`src/stlc_div.sv`:
```
`timescale 1ns / 1ps
// ----------------------------------------------------------------------------
// stlc_div
// Restoring divider, one quotient bit per cycle, 32-bit nonzero divisor.
// ----------------------------------------------------------------------------
module stlc_div #(
   parameter int NUM_W = 69
) (
   input  logic             clock,
   input  logic             reset,
   input  logic             start,
   input  logic [NUM_W-1:0] num,
   input  logic [31:0]      den,
   output logic             done,
   output logic [NUM_W-1:0] quot
);

   localparam int CNT_W = $clog2(NUM_W + 1);

   logic [NUM_W-1:0] quo_ff, quo_in;
   logic [31:0]      rem_ff, rem_in;
   logic [31:0]      den_ff, den_in;
   logic [CNT_W-1:0] cnt_ff, cnt_in;
   logic             busy_ff, busy_in;
   logic             done_ff, done_in;
   logic [32:0]      trial;
   logic [32:0]      diff;

   // One restoring step: bring down the next numerator bit
   always_comb begin
      trial   = {rem_ff, quo_ff[NUM_W-1]};
      diff    = trial - {1'b0, den_ff};
      quo_in  = quo_ff;
      rem_in  = rem_ff;
      den_in  = den_ff;
      cnt_in  = cnt_ff;
      busy_in = busy_ff;
      done_in = 1'b0;
      if (start) begin
         quo_in  = num;
         rem_in  = '0;
         den_in  = den;
         cnt_in  = '0;
         busy_in = 1'b1;
      end else if (busy_ff) begin
         if (!diff[32]) begin
            rem_in = diff[31:0];
            quo_in = {quo_ff[NUM_W-2:0], 1'b1};
         end else begin
            rem_in = trial[31:0];
            quo_in = {quo_ff[NUM_W-2:0], 1'b0};
         end
         cnt_in = cnt_ff + 1'b1;
         if (cnt_ff == CNT_W'(NUM_W - 1)) begin
            busy_in = 1'b0;
            done_in = 1'b1;
         end
      end
   end

   always_ff @(posedge clock) begin
      if (reset) begin
         busy_ff <= 1'b0;
         done_ff <= 1'b0;
         cnt_ff  <= '0;
      end else begin
         busy_ff <= busy_in;
         done_ff <= done_in;
         cnt_ff  <= cnt_in;
      end
      quo_ff <= quo_in;
      rem_ff <= rem_in;
      den_ff <= den_in;
   end

   assign done = done_ff;
   assign quot = quo_ff;

endmodule

```
`config.mk`:
```
export PLATFORM = sky130hd
export DESIGN_NAME = stlc_div
export DESIGN_NICKNAME = d
export VERILOG_FILES = /design/src/stlc_div.sv
export SDC_FILE = /design/constraint.sdc
export NUM_CORES = 1
export LEC_CHECK = 0
export BUFFER_PORTS_ARGS = -buffer_cell sky130_fd_sc_hd__buf_2
export CAP_MARGIN = 10
export CORE_MARGIN = 2
export CORE_UTILIZATION = 48
export CTS_CLUSTER_SIZE = 8
export DETAILED_ROUTE_END_ITERATION = 6
export PLACE_DENSITY = 0.83
export SLEW_MARGIN = 20
export SYNTH_ARGS = -nofsm -noshare
export SYNTH_HDL_FRONTEND = slang
export SYNTH_SLANG_ARGS = --single-unit
```
`constraint.sdc`:
```
create_clock -name clock -period 2.9 [get_ports clock]
set_clock_uncertainty 0.1 [all_clocks]
set_input_delay 0.29 -clock clock [delete_from_list [all_inputs] [get_ports clock]]
set_output_delay 0.29 -clock clock [all_outputs]
set_load 0.02 [all_outputs]
```
==> reports/metrics.cfg <==
[route]
wl_per_cell_um=16.3
vias_per_cell=5.33
ant_nets=0
drt-pass1-iter-count=6
drt_iter0_drc=537
vias=6375
drc_errors=0
totalWireLength_um=19500

[power]
p_sw_share_pct=29.1
internal-power_mw=4.28
peakVddDrop_mv=0.434
power-per-cell-area_nw_per_um2=576
p_switching_mw=1.76
p_leak_nw=4.47
clockPowerShare_pct=37.8
seqPwrFrac_pct=40.8
p_comb_share_pct=21.4

[global_route]
grt_pass1_wl_um=30500
antenna_found_initial=0
grt_use_total_pct=23.3
grt_pass1_vias=6398
overflow=0
grt_max_degree=49

[clocking]
clockBufferDepth=2
htreeDepth=4
clkLatencyLatePin_ps=430
clock_sinks=142
clockRootBuffer=clkbuf_16
cts_tree=done
cts_made_buffers=17
clk_pin_slew_ps=70

[logic_synthesis]
async_flop_share_pct=0
yosys_warnings=0
yosysSeqAreaShare_pct=51.4
synthFlopType=edfxtp_1
synth_area_um2=7500
synth_edf_count=101
ys_ff_latch=142
synth.distinct_cells=58
synth_nets=824
avgSynthCellArea_um2=11.0
syn_inst=685

[run_status]
failed_checks=negative setup slack
outcome=finished with violations

[floorplanning]
core_area_um2=15300
dieWidth_um=129
rows=45
die-area_um2=16600
die-height_um=129
start_util_pct=49.2
ios=174

[setup_path]
start_kind=flip-flop
crit_path_end_kind=flip-flop
cp.arrival_ps=3310
reg2reg_depth=14
worstSetupPathType=reg2reg
crit_required_ps=3140
cp_max_fo=6

[finish]
syn_to_final_growth_pct=39.6
drive_gt1_share_pct=42.0
n_antenna_cell=0
layout.nets=1110

[timing]
hold_ws_ps=62.1
timing.fmax_mhz=325
min_period_ps=3080
rsz0062_at_grt=yes
hold_violations=0
tightest_slew_ps=996
slew_headroom_pct=33.4
drv_slew=0
setup_viol=31
setup_slack_ps=-177
setup_tns_ps=-3430
period_share_pct=106

[placement]
dp_hpwl_um=13400
portBuffers=173
gp_congestion=0.947

[hold_path]
min_path_type=in2reg
whs_path_depth=2

[flow_run]
cap_violations=0

## what timing repair did
item	CTS	global route
endpoints found under the setup margin	33	33
buffers inserted	3	0
hold buffers	33	0
gates cloned	2	1
hold endpoints to repair	33	0
resized for setup	25	30
pin swaps	20	17
## state kept, by name (all words and copies together), names as in the netlist
| register | cells |
|---|---|
| busy_ff | 1 |
| cnt_ff | 7 |
| den_ff | 32 |
| done | 1 |
| quot | 69 |
| rem_ff | 32 |
## power groups by stage
stage	combinational (mW)	clock, mW	sequential [mW]
finish	1.29	2.28	2.46
floorplan	0.585	0	2.62
CTS	1.26	2.32	2.46
global route	1.40	2.40	2.48
global placement	1.16	0	2.49
detailed placement	1.18	0	2.50
## worst max-delay path, cell delays in order (launching register included)
cell       delay (ps)
edfxtp_1          330
inv_1              50
ha_1              330
a21oi_2            90
o21ai_1           200
o21ai_1           140
o2bb2ai_1         190
or4_4             550
and3_4            170
buf_6             110
nor2_4            130
buf_12            150
clkbuf_16         160
nand2_2            40
a311oi_1          240
## per-layer routing
| metal | GRT usage (%) | wire, um | vias to the layer above |
|---|---|---|---|
| li1 | - | - | 3101 |
| met1 | 28.5 | 7910 | 3000 |
| met2 | 40.3 | 9910 | 228 |
| met3 | 6.48 | 1220 | 46 |
| met4 | 6.97 | 472 | 0 |
| met5 | 0 | 0 | - |
## path summary, 6_finish.rpt
kind / from / endpoint / slack (ps)
min: num[49] / quot[49]$_DFFE_PP_ / 60
min reg2reg: rem_ff[5]$_SDFFE_PP0P_ / rem_ff[6]$_SDFFE_PP0P_ / 410
max: den_ff[13]$_DFFE_PP_ / rem_ff[6]$_SDFFE_PP0P_ / -180
max reg2reg: den_ff[13]$_DFFE_PP_ / rem_ff[6]$_SDFFE_PP0P_ / -180
## final cells by class
class	count	area, um^2
clock buffer	17	425
clock inverter	15	193
fill	1106	4790
inverter	43	161
multi-input combinational	471	3570
sequential	142	3850
tap	211	264
timing repair buffer	296	2010
## metrics by stage
stage,std cells,worst slack [ps],utilization (%),total power [mW],cell area (um^2)
finish,1195,-177,68.6,6.03,10500
floorplan,685,-261,-,3.21,7530
CTS,1195,-195,67.8,6.04,10300
global placement,1125,-160,60.3,3.65,9200
global route,1195,-350,68.6,6.28,10500
detailed placement,1125,-253,60.3,3.68,9200
## cell usage in the layout, fill, tap and decap left out, types with 6 or more instances in the layout
cell type / Yosys / final
a21o_1: 9 / 9
a21oi_1: 38 / 33
a311oi_1: 23 / 9
a311oi_2: 0 / 14
buf_2: 3 / 172
buf_4: 2 / 80
clkbuf_16: 0 / 18
dfxtp_1: 41 / 41
dlygate4sd3_1: 0 / 33
edfxtp_1: 101 / 101
ha_1: 34 / 32
inv_1: 43 / 42
mux2_2: 68 / 68
mux2i_1: 6 / 6
nand2_1: 76 / 69
nand3_1: 8 / 6
nand4_1: 9 / 9
nor2_1: 58 / 58
o21a_1: 6 / 6
o21ai_0: 31 / 19
o21ai_1: 1 / 12
or3_1: 8 / 8
xnor2_1: 17 / 17
xor2_1: 12 / 12
## cell families after synthesis
logic type	after synthesis	synth area share, %
AND/OR/NAND/NOR	190	11.5
AO/OA/AOI/OAI	143	12.8
flip-flops	142	51.4
multiplexers	74	11.0
XOR/XNOR	29	3.38
buffers and inverters	72	4.05
adder cells (fa/ha/maj)	35	5.94
## cell usage after synthesis, drive strengths merged (3+ instances only)
library cell    n  area (um^2)
mux2           68          766
a31oi           3         18.8
o21bai          4         30.0
or2             4         27.5
o21ai          32          160
a32oi           6         52.6
edfxtp        101         3030
xnor2          17          149
a311oi         23          201
a21oi          39          199
a21o            9         67.6
nand2          77          292
nand2b          5         31.3
ha             34          425
o211ai          3         27.5
o31ai           3         22.5
nor3            6         30.0
dfxtp          41          821
or3             8         50.1
nor2           59          229
nor2b           3         18.8
mux2i           6         60.1
nand4           9         56.3
xor2           12          105
inv            43          161
nand3           8         40.0
clkbuf         21         78.8
and3            3         23.8
buf             8         63.8
or4             4         33.8
o21a            6         45.0
No activity file was read; power rests on OpenSTA's default activity.
